[src/hdl/irt_pkg.sv]
// irt_pkg: shared constants, operation codes and result codes
// for the interval reservation table; no dependencies
package irt_pkg;

	// default sizes
	localparam int NUM_ROWS_DEF    = 256;
	localparam int NUM_ENTRIES_DEF = 64;
	localparam int SEAT_BITS_DEF   = 10;
	localparam int OWNER_BITS_DEF  = 16;

	// fixed field widths
	localparam int ROW_W    = 8;
	localparam int STATUS_W = 3;

	// operation codes
	localparam logic OP_RESERVE = 1'b0;
	localparam logic OP_LOOKUP  = 1'b1;

	// result codes
	localparam logic [STATUS_W-1:0] ST_RESERVED = 3'd0;
	localparam logic [STATUS_W-1:0] ST_OVERLAP  = 3'd1;
	localparam logic [STATUS_W-1:0] ST_FULL     = 3'd2;
	localparam logic [STATUS_W-1:0] ST_FOUND    = 3'd3;
	localparam logic [STATUS_W-1:0] ST_NONE     = 3'd4;

endpackage

[src/hdl/interval_reservation_table.sv]
// interval_reservation_table: table of reserved seat ranges with overlap check
// and owner lookup, one comparator scanning an entry memory
// depends on irt_pkg
//
//   channel   signals                                              direction
//   command   start, busy, operation, row_index, start_seat,       in (busy out)
//             end_seat, owner_id, query_seat
//   result    done, status, found_owner                            out
//
// an item is taken when start is high and busy is low; it then scans the
// n stored entries (at most NUM_ENTRIES) one at a time through the single
// entry-memory read port feeding one comparator, then finishes.
// the scan stops at the first matching entry; an empty table or a row out of
// range skips the scan and goes straight to the finish step.
// the result shows for one cycle with done high; the receiver cannot stall,
// and busy is already low in that cycle.
// reset empties the table at once through the entry count; no clearing pass.
module interval_reservation_table #(
	parameter int NUM_ROWS    = irt_pkg::NUM_ROWS_DEF,
	parameter int NUM_ENTRIES = irt_pkg::NUM_ENTRIES_DEF,
	parameter int SEAT_BITS   = irt_pkg::SEAT_BITS_DEF,
	parameter int OWNER_BITS  = irt_pkg::OWNER_BITS_DEF
) (
	input  logic                          clk,
	input  logic                          arst_n,
	input  logic                          start,
	output logic                          busy,
	input  logic                          operation,
	input  logic [irt_pkg::ROW_W-1:0]     row_index,
	input  logic [SEAT_BITS-1:0]          start_seat,
	input  logic [SEAT_BITS-1:0]          end_seat,
	input  logic [OWNER_BITS-1:0]         owner_id,
	input  logic [SEAT_BITS-1:0]          query_seat,
	output logic                          done,
	output logic [irt_pkg::STATUS_W-1:0]  status,
	output logic [OWNER_BITS-1:0]         found_owner
);
	import irt_pkg::*;

	localparam int AW = (NUM_ENTRIES > 1) ? $clog2(NUM_ENTRIES) : 1;
	localparam int CW = $clog2(NUM_ENTRIES + 1);
	localparam logic [CW-1:0] COUNT_MAX = CW'(NUM_ENTRIES);

	localparam logic [1:0] S_IDLE   = 2'd0;
	localparam logic [1:0] S_SCAN   = 2'd1;
	localparam logic [1:0] S_FINISH = 2'd2;

	typedef struct packed {
		logic [ROW_W-1:0]      row;
		logic [SEAT_BITS-1:0]  first;
		logic [SEAT_BITS-1:0]  last;
		logic [OWNER_BITS-1:0] owner;
	} entry_t;

	logic [1:0]            state_q;
	logic [CW-1:0]         count_q;
	logic [AW-1:0]         issue_idx_q;
	logic                  cmp_valid_q;
	logic                  cmp_last_q;
	logic                  hit_q;
	logic                  op_q;
	logic                  row_bad_q;
	logic [ROW_W-1:0]      row_q;
	logic [SEAT_BITS-1:0]  first_q;
	logic [SEAT_BITS-1:0]  last_q;
	logic [OWNER_BITS-1:0] owner_q;
	logic [SEAT_BITS-1:0]  query_q;
	logic [OWNER_BITS-1:0] hit_owner_q;
	entry_t                mem [NUM_ENTRIES];
	entry_t                rd_data_q;
	entry_t                wr_entry;
	logic                  accept;
	logic                  row_bad;
	logic                  hit;
	logic                  do_write;
	logic [STATUS_W-1:0]   fin_status;

	assign busy   = (state_q != S_IDLE);
	assign accept = start && !busy;
	assign row_bad = (32'(row_index) >= NUM_ROWS);

	// shared comparator: clash test for reserves, containment for lookups
	always_comb begin
		hit = 1'b0;
		if (rd_data_q.row == row_q) begin
			if (op_q == OP_RESERVE) begin
				hit = (rd_data_q.first >= first_q && rd_data_q.first <= last_q) ||
				      (first_q >= rd_data_q.first && first_q <= rd_data_q.last);
			end else begin
				hit = (query_q >= rd_data_q.first) && (query_q <= rd_data_q.last);
			end
		end
	end

	// final decision for the item
	always_comb begin
		do_write   = 1'b0;
		fin_status = ST_NONE;
		if (op_q == OP_RESERVE) begin
			if (row_bad_q) begin
				fin_status = ST_FULL;
			end else if (hit_q) begin
				fin_status = ST_OVERLAP;
			end else if (count_q == COUNT_MAX) begin
				fin_status = ST_FULL;
			end else begin
				fin_status = ST_RESERVED;
				do_write   = 1'b1;
			end
		end else begin
			fin_status = (!row_bad_q && hit_q) ? ST_FOUND : ST_NONE;
		end
	end

	assign wr_entry = '{row: row_q, first: first_q, last: last_q, owner: owner_q};

	// entry memory: one write port, one registered read port
	always_ff @(posedge clk) begin
		if (state_q == S_FINISH && do_write) begin
			mem[count_q[AW-1:0]] <= wr_entry;
		end
		rd_data_q <= mem[issue_idx_q];
	end

	// latched item fields and the owner of the matching entry
	always_ff @(posedge clk) begin
		if (accept) begin
			op_q      <= operation;
			row_bad_q <= row_bad;
			row_q     <= row_index;
			first_q   <= start_seat;
			last_q    <= end_seat;
			owner_q   <= owner_id;
			query_q   <= query_seat;
		end
		if (state_q == S_SCAN && cmp_valid_q && hit) begin
			hit_owner_q <= rd_data_q.owner;
		end
	end

	// sequencer: accept, scan entries, finish
	always_ff @(posedge clk or negedge arst_n) begin
		if (!arst_n) begin
			state_q     <= S_IDLE;
			count_q     <= '0;
			issue_idx_q <= '0;
			cmp_valid_q <= 1'b0;
			cmp_last_q  <= 1'b0;
			hit_q       <= 1'b0;
			done        <= 1'b0;
			status      <= ST_NONE;
			found_owner <= '0;
		end else begin
			done <= 1'b0;
			case (state_q)
				S_IDLE: begin
					if (accept) begin
						issue_idx_q <= '0;
						cmp_valid_q <= 1'b0;
						cmp_last_q  <= 1'b0;
						hit_q       <= 1'b0;
						state_q     <= (count_q == '0 || row_bad) ? S_FINISH : S_SCAN;
					end
				end
				S_SCAN: begin
					if (cmp_valid_q && hit) begin
						hit_q   <= 1'b1;
						state_q <= S_FINISH;
					end else if (cmp_valid_q && cmp_last_q) begin
						state_q <= S_FINISH;
					end else if (!cmp_last_q) begin
						cmp_valid_q <= 1'b1;
						cmp_last_q  <= (CW'(issue_idx_q) == count_q - CW'(1));
						issue_idx_q <= issue_idx_q + AW'(1);
					end
				end
				S_FINISH: begin
					done        <= 1'b1;
					status      <= fin_status;
					found_owner <= (fin_status == ST_FOUND) ? hit_owner_q : '0;
					if (do_write) begin
						count_q <= count_q + CW'(1);
					end
					state_q <= S_IDLE;
				end
				default: begin
					state_q <= S_IDLE;
				end
			endcase
		end
	end

	// the table never holds more than its depth
	a_count_bound: assert property (@(posedge clk) disable iff (!arst_n)
		count_q <= COUNT_MAX)
		else $error("entry count above table depth");

	// a result appears right after every finish step
	a_done_after_finish: assert property (@(posedge clk) disable iff (!arst_n)
		(state_q == S_FINISH) |=> done)
		else $error("finish step gave no result");

	// an owner is reported only with a found status
	a_owner_only_found: assert property (@(posedge clk) disable iff (!arst_n)
		(done && status != ST_FOUND) |-> (found_owner == '0))
		else $error("owner reported without a match");

	// the table grows only with a reserved result
	a_count_grows_on_reserve: assert property (@(posedge clk) disable iff (!arst_n)
		(state_q == S_FINISH && count_q != COUNT_MAX) |=>
		((count_q != $past(count_q)) == (status == ST_RESERVED)))
		else $error("entry count changed without a reserved result");

endmodule
[config.mk]
export PLATFORM = sky130hd
export DESIGN_NAME = interval_reservation_table
export DESIGN_NICKNAME = d
export VERILOG_FILES = /design/src/hdl/irt_pkg.sv /design/src/hdl/interval_reservation_table.sv
export SDC_FILE = /design/constraint.sdc
export NUM_CORES = 2
export LEC_CHECK = 0
export BUFFER_PORTS_ARGS = -buffer_cell sky130_fd_sc_hd__buf_4
export CAP_MARGIN = 20
export CELL_PAD_IN_SITES_DETAIL_PLACEMENT = 0
export CELL_PAD_IN_SITES_GLOBAL_PLACEMENT = 1
export CORE_ASPECT_RATIO = 1.75
export CORE_MARGIN = 1.5
export CORE_UTILIZATION = 37
export DETAILED_ROUTE_END_ITERATION = 12
export GPL_TIMING_DRIVEN = 0
export PLACE_DENSITY = 0.51
export SYNTH_ARGS = -nofsm -noshare
export SYNTH_HDL_FRONTEND = slang
export SYNTH_SLANG_ARGS = --single-unit
[constraint.sdc]
create_clock -name clk -period 9.7 [get_ports clk]
set_input_delay 1.94 -clock clk [delete_from_list [all_inputs] [get_ports clk]]
set_output_delay 1.94 -clock clk [all_outputs]
set_load 0.005 [all_outputs]
=== Word-level counts from Yosys, hierarchy flattened ===
Memories as Yosys holds them, arrays and structs flattened. A register that Yosys moved wholly into a read port is not among the register bits.
Index checks and enable logic that the tools add are counted.

* Bits in registers: 109
* Latch bits: 0
* RAM bits: 2816
* ROM bits: 0
* Output and inout port bits: 21
* Memories: 1

* Add/sub/neg operators: 3
* Multipliers: 0
* Divide/modulo/power cells: 0
* Magnitude comparators: 6
* Equality and inequality tests: 12
* Shift operators: 0
* Mux-type cells: 34
* Bitwise gates (word level): 0
* Reductions and logical operators: 20

{| class="wikitable"
|+ Memories
! name !! words !! width !! rd ports !! clocked after memory_dff !! write ports !! RTL line !! source
|-
| mem || 64 || 44 || 1 || 1 || 1 || interval_reservation_table.sv:69 || <nowiki>entry_t mem [NUM_ENTRIES];</nowiki>
|}

{| class="wikitable"
|+ Operator list
! kind !! number
|-
| >= comparator 10 bit || 3
|-
| <= comparator 10 bit || 3
|-
| 2-to-1 mux 6 bit || 4
|-
| 2-to-1 mux 1 bit || 16
|-
| 2-to-1 mux 16 bit || 1
|-
| 2-to-1 mux 2 bit || 6
|-
| case mux 6 bit (2 select lines) || 1
|-
| logical AND 1 bit || 9
|-
| == test 8 bit || 1
|-
| inequality test 2 bit, second input constant || 4
|-
| adder 7 x 1 -> 7 bit, second input constant || 1
|-
| == test 6 x 7 -> 1 bit || 1
|-
| == test 7 bit, second input constant || 1
|-
| zero test 7 bit || 1
|-
| subtractor 7 x 1 -> 7 bit, second input constant || 1
|-
| adder 6 x 1 -> 6 bit, second input constant || 1
|-
| 2-to-1 mux 3 bit || 2
|-
| case mux 1 bit (2 select lines) || 3
|-
| AND reduction 5 bit || 1
|-
| case mux 2 bit (2 select lines) || 1
|-
| AND reduction 2 bit || 2
|-
| AND reduction 4 bit || 1
|-
| nonzero test 2 bit || 2
|-
| == test 3 x 2 -> 1 bit, second input constant || 1
|-
| 8 further kinds || 8
|}

=== Longest topological paths before layout ===
* Depth after elaboration: 8
* Mapped depth: 11
* Mapped depth without buffers: 10

=== Least setup slack after synthesis ===
No wires, ideal clock.

* Path kind: register to register
* Start point: register count_q[0]
* End point: memory mem[63][0] (netlist name) (enable)
* Setup time: 0.446 ns
* Data arrival time: 4.106 ns
* Data required time: 9.254 ns
* Path slack: 5.148 ns
* Stages on the path, launching flop included: 11
* Cells stage by stage: dfrtp_1 > clkbuf_1 > inv_1 > ha_1 > nor2b_1 > nand3_1 > nor4b_2 > and2_0 > clkbuf_1 > nand3_1 > nor2_1

* Word-level cells in the longest chain between the ends: 7

{| class="wikitable"
|+ Ends and longest elaborated chain
! element !! RTL line !! source
|-
| start, declared || interval_reservation_table.sv:56 || <nowiki>logic [CW-1:0] count_q;</nowiki>
|-
| start signal, assigned || interval_reservation_table.sv:182 || <nowiki>count_q <= count_q + CW'(1);</nowiki>
|-
| == test 7 bit || interval_reservation_table.sv:104 || <nowiki>end else if (count_q == COUNT_MAX) begin</nowiki>
|-
| 2-to-1 mux 1 bit || interval_reservation_table.sv:104 ||
|-
| 2-to-1 mux 1 bit || interval_reservation_table.sv:102 || <nowiki>end else if (hit_q) begin</nowiki>
|-
| 2-to-1 mux 1 bit || interval_reservation_table.sv:99 || <nowiki>if (op_q == OP_RESERVE) begin</nowiki>
|-
| logical AND 1 bit || interval_reservation_table.sv:119 || <nowiki>if (state_q == S_FINISH && do_write) begin</nowiki>
|-
| 2-to-1 mux 1 bit || interval_reservation_table.sv:119 ||
|-
| 2-to-1 mux 1 bit (not written as such) || interval_reservation_table.sv:120 || <nowiki>mem[count_q[AW-1:0]] <= wr_entry;</nowiki>
|-
| end, declared || interval_reservation_table.sv:69 ||
|}

Parallel ways exist; a longest one is shown, timed or not.

=== Worst setup path after layout ===
* Start point: register count_q[0]
* End point: memory mem[63][17] (netlist name) (enable)

The elaborated chain is that of the path after synthesis.

==> results.json <==
{
  "outcome": "complete, no violations",
  "setup-tns-final_ns": 0,
  "synth_top_area_cell": "edfxtp_1",
  "hp-class": "register to register",
  "ys_seq_area_share_pct": 78.5,
  "synth_top_area_share_pct": 76.9,
  "synth_enable_flop_cells": 2887,
  "rsz0062_at_grt": "no",
  "nNetsFinal": 5244,
  "synth_seq_cells": 2969,
  "cts_tree": "built",
  "syn_inst": 4486,
  "grt_pass1_wl_um": 476000,
  "boundaryPins": 79,
  "p_seq_share_pct": 55.2,
  "antenna_found_initial": 20,
  "synth_ff_type": "edfxtp_1",
  "cts_resized": 0,
  "yosysUniqueCellTypes": 53,
  "fmax_mhz": 183,
  "period_minus_slack_ns": 5.46,
  "leakagePower_uw": 0.0422,
  "grt_pass1_vias": 55500,
  "die_height_um": 733,
  "critPathCaptureType": "register",
  "slew_violations": 0,
  "ys_warn_count": 0,
  "worst-path-max-fanout": 21,
  "p_switching_uw": 4940,
  "syn2layout_area_growth_pct": 19.0,
  "path_clk_slew_ns": 0.07,
  "drt_first_pass_iters": 7,
  "grt.total_usage_pct": 23.0,
  "cp_data_arrival_time_ns": 6.03,
  "finalCritPeriodShare_pct": 56.3,
  "cts_setup_buffers": 0,
  "p_sw_share_pct": 19.7,
  "ys_top_cells_by_area": "edfxtp_1 77%, mux4_2 18%, dfrtp_1 0.82%, dfxtp_1 0.78%, ha_1 0.59%",
  "vias": 51900,
  "finalSetupViolations": 0,
  "numCtsBuffers": 289,
  "grt_max_degree": 40,
  "die_w_um": 420,
  "fin_skew_ns": 0.0387,
  "row_count": 267,
  "reg2reg_depth": 12,
  "start_util_pct": 37.2,
  "grt_remaining_overflow": 0,
  "first_iter_violations": 4667,
  "worstSetupStartpointType": "register",
  "relSlewSlack_pct": 18.1,
  "numClockSinks": 2969,
  "syn_area_mm2": 0.113,
  "hold_path_depth": 0,
  "io_buffers": 78,
  "multi_input_area_mm2": 0.0236,
  "synth_nets": 4597,
  "holdBufCountCts": 0,
  "coreArea_mm2": 0.303,
  "pwr-share-comb_pct": 0.1,
  "wl_per_cell_um": 37.4,
  "p_int_uw": 20200,
  "powerDensity_mw_per_mm2": 187,
  "worstPathRequired_ns": 10.27,
  "clock_path_buffers": 4,
  "die_area_mm2": 0.308,
  "htree_levels": 5,
  "regArea_mm2": 0.0885,
  "p_total_uw": 25100,
  "nFillCells": 25600,
  "wirelength_um": 352000,
  "root_buffer": "clkbuf_16",
  "viasPerCell": 5.51,
  "max-vdd-ir-drop_uv": 116,
  "whs_ns": 0.409,
  "gp_congestion": 0.762,
  "crit_type": "register to register",
  "drv_cap": 0,
  "utilization_pct": 44.3,
  "ant_nets": 0,
  "hold_violations": 0,
  "tightest_slew_ns": 1.23,
  "hpwlAfterDp_um": 253000,
  "synth-async-reset-ratio_pct": 1.28,
  "final_layout_size_suffix_gt1_share_pct": 34.4,
  "clock_power_share_pct": 44.7,
  "drc_errors": 0,
  "insertion_delay_ns": 0.90,
  "synth_area_per_cell_um2": 25.1
}
[cells in the final DEF, fill, tap and decap left out, types with 6 or more instances in the layout]
cell type and count:
mux4_2 924, buf_16 97, inv_1 38, a21oi_1 14, nor2_1 13, diode_2 17, xnor2_1 9, buf_2 57
clkinv_2 41, buf_4 86, clkbuf_8 12, o21ai_0 19, buf_8 43, nand3_1 14, clkbuf_16 298, dfrtp_1 37
nor2_4 64, dfxtp_1 44, nand4_1 11, clkbuf_1 182, ha_1 53, clkinvlp_4 8, nor3_1 10, buf_12 133
a22o_1 19, buf_1 31, inv_6 14, clkbuf_2 18, edfxtp_1 2887, nand2_1 22, xor2_1 11, clkinv_1 39
nor2b_1 7, bufinv_16 20, buf_6 6, a21o_1 11
[per-stage QoR]
step	std cells	cell area, um^2	setup slack (ns)
6_report	9408	134000	4.24
5_1_grt	9392	134000	4.06
4_1_cts	9388	134000	4.23
3_5_place_dp	8874	125000	4.25
3_3_place_gp	8599	118000	-0.225
2_1_floorplan	4486	113000	5.15
[worst max-delay path, cell delays in order (launching register included)]
cell and delay (ns):
dfrtp_1 0.35, clkbuf_1 0.27, inv_1 0.16, ha_1 0.29
nor2b_1 0.17, nand3_1 0.27, nor4b_2 0.87, and2_0 0.22
clkbuf_1 0.24, nand3_1 0.74, nor2_4 0.98, buf_12 0.28
buf_12 0.21
[metal layers]
layer / wire length, um / global-route usage [%]
met1: 125000 / 26.3
met5: 0 / 0
met3: 15000 / 2.66
met2: 199000 / 43.8
met4: 13000 / 7.75
[synthesized netlist by cell type (2+ instances only)]
| cell | instances |
|---|---|
| nand3b_1 | 4 |
| a21oi_1 | 14 |
| or3_1 | 3 |
| and4_1 | 2 |
| nand2_1 | 22 |
| nand3_1 | 14 |
| xnor2_1 | 9 |
| a211oi_1 | 3 |
| mux4_2 | 924 |
| buf_1 | 35 |
| buf_4 | 7 |
| o21ai_0 | 19 |
| buf_2 | 53 |
| mux2_2 | 2 |
| a221o_1 | 2 |
| ha_1 | 53 |
| edfxtp_1 | 2887 |
| and3_1 | 2 |
| o21a_1 | 3 |
| nor4_1 | 2 |
| o211ai_1 | 2 |
| or3b_2 | 4 |
| dfrtp_1 | 37 |
| dfxtp_1 | 44 |
| a22o_1 | 19 |
| a21o_1 | 11 |
| nand4_1 | 11 |
| nor2b_1 | 7 |
| nor2_1 | 77 |
| inv_1 | 39 |
| nand2b_1 | 5 |
| nor3_1 | 11 |
| buf_6 | 2 |
| clkbuf_1 | 127 |
| or2_2 | 2 |
| xor2_1 | 11 |
[worst paths after layout]
kind	from	to	slack (ns)
min in group asynchronous	arst_n	found_owner[5]$_DFFE_PN0P_	1.05
hold / removal	rd_data_q[13]$_DFF_P_	hit_owner_q[13]$_DFFE_PP_	0.41
hold reg to reg	rd_data_q[13]$_DFF_P_	hit_owner_q[13]$_DFFE_PP_	0.41
max in group asynchronous	arst_n	found_owner[11]$_DFFE_PN0P_	8.09
setup reg to reg	count_q[0]$_DFFE_PN0P_	mem[63][17]$_DFFE_PP_	4.24
setup / recovery	count_q[0]$_DFFE_PN0P_	mem[63][17]$_DFFE_PP_	4.24
[cells by family (layout without fill, tap and decap cells)]
kind of cell	after synthesis	in the layout	synth area share, %
compound gates	85	85	0.526
xor+xnor	20	20	0.155
simple gates	170	170	0.725
buf+inv	263	1133	0.971
flops	2969	2969	78.5
fa+ha+maj	53	53	0.588
other cells	0	17	0
mux	926	926	18.5
[power groups by stage]
stage / Combinational (uW) / Sequential, uW / Clock [uW]
after floorplan: 0.165 / 14100 / 0
after global placement: 27.2 / 14100 / 0
after detailed placement: 27.4 / 14100 / 0
after CTS: 27.5 / 13800 / 11500
after global routing: 29.0 / 13800 / 11900
final: 27.1 / 13800 / 11200
[sequential cells by signal (all words and copies together) (netlist names), 6 cells and up]
signal and flops:
issue_idx_q 6, mem 2816, row_q 8, query_q 10
owner_q 16, last_q 10, count_q 7, first_q 10
hit_owner_q 16, found_owner 16, rd_data_q 44
[final cells by class]
| class | instances | area share [%] |
|---|---|---|
| diodes | 17 | 0.0317 |
| plain buffers | 224 | 0.728 |
| clock buffers | 383 | 5.89 |
| clock inverters | 131 | 0.933 |
| inverters | 39 | 0.111 |
| multi-input cells | 1254 | 17.6 |
| flip-flops and latches | 2969 | 66.0 |
| well taps | 4035 | 3.77 |
| repair buffers | 356 | 4.93 |
No activity file was read; power rests on OpenSTA's default activity.
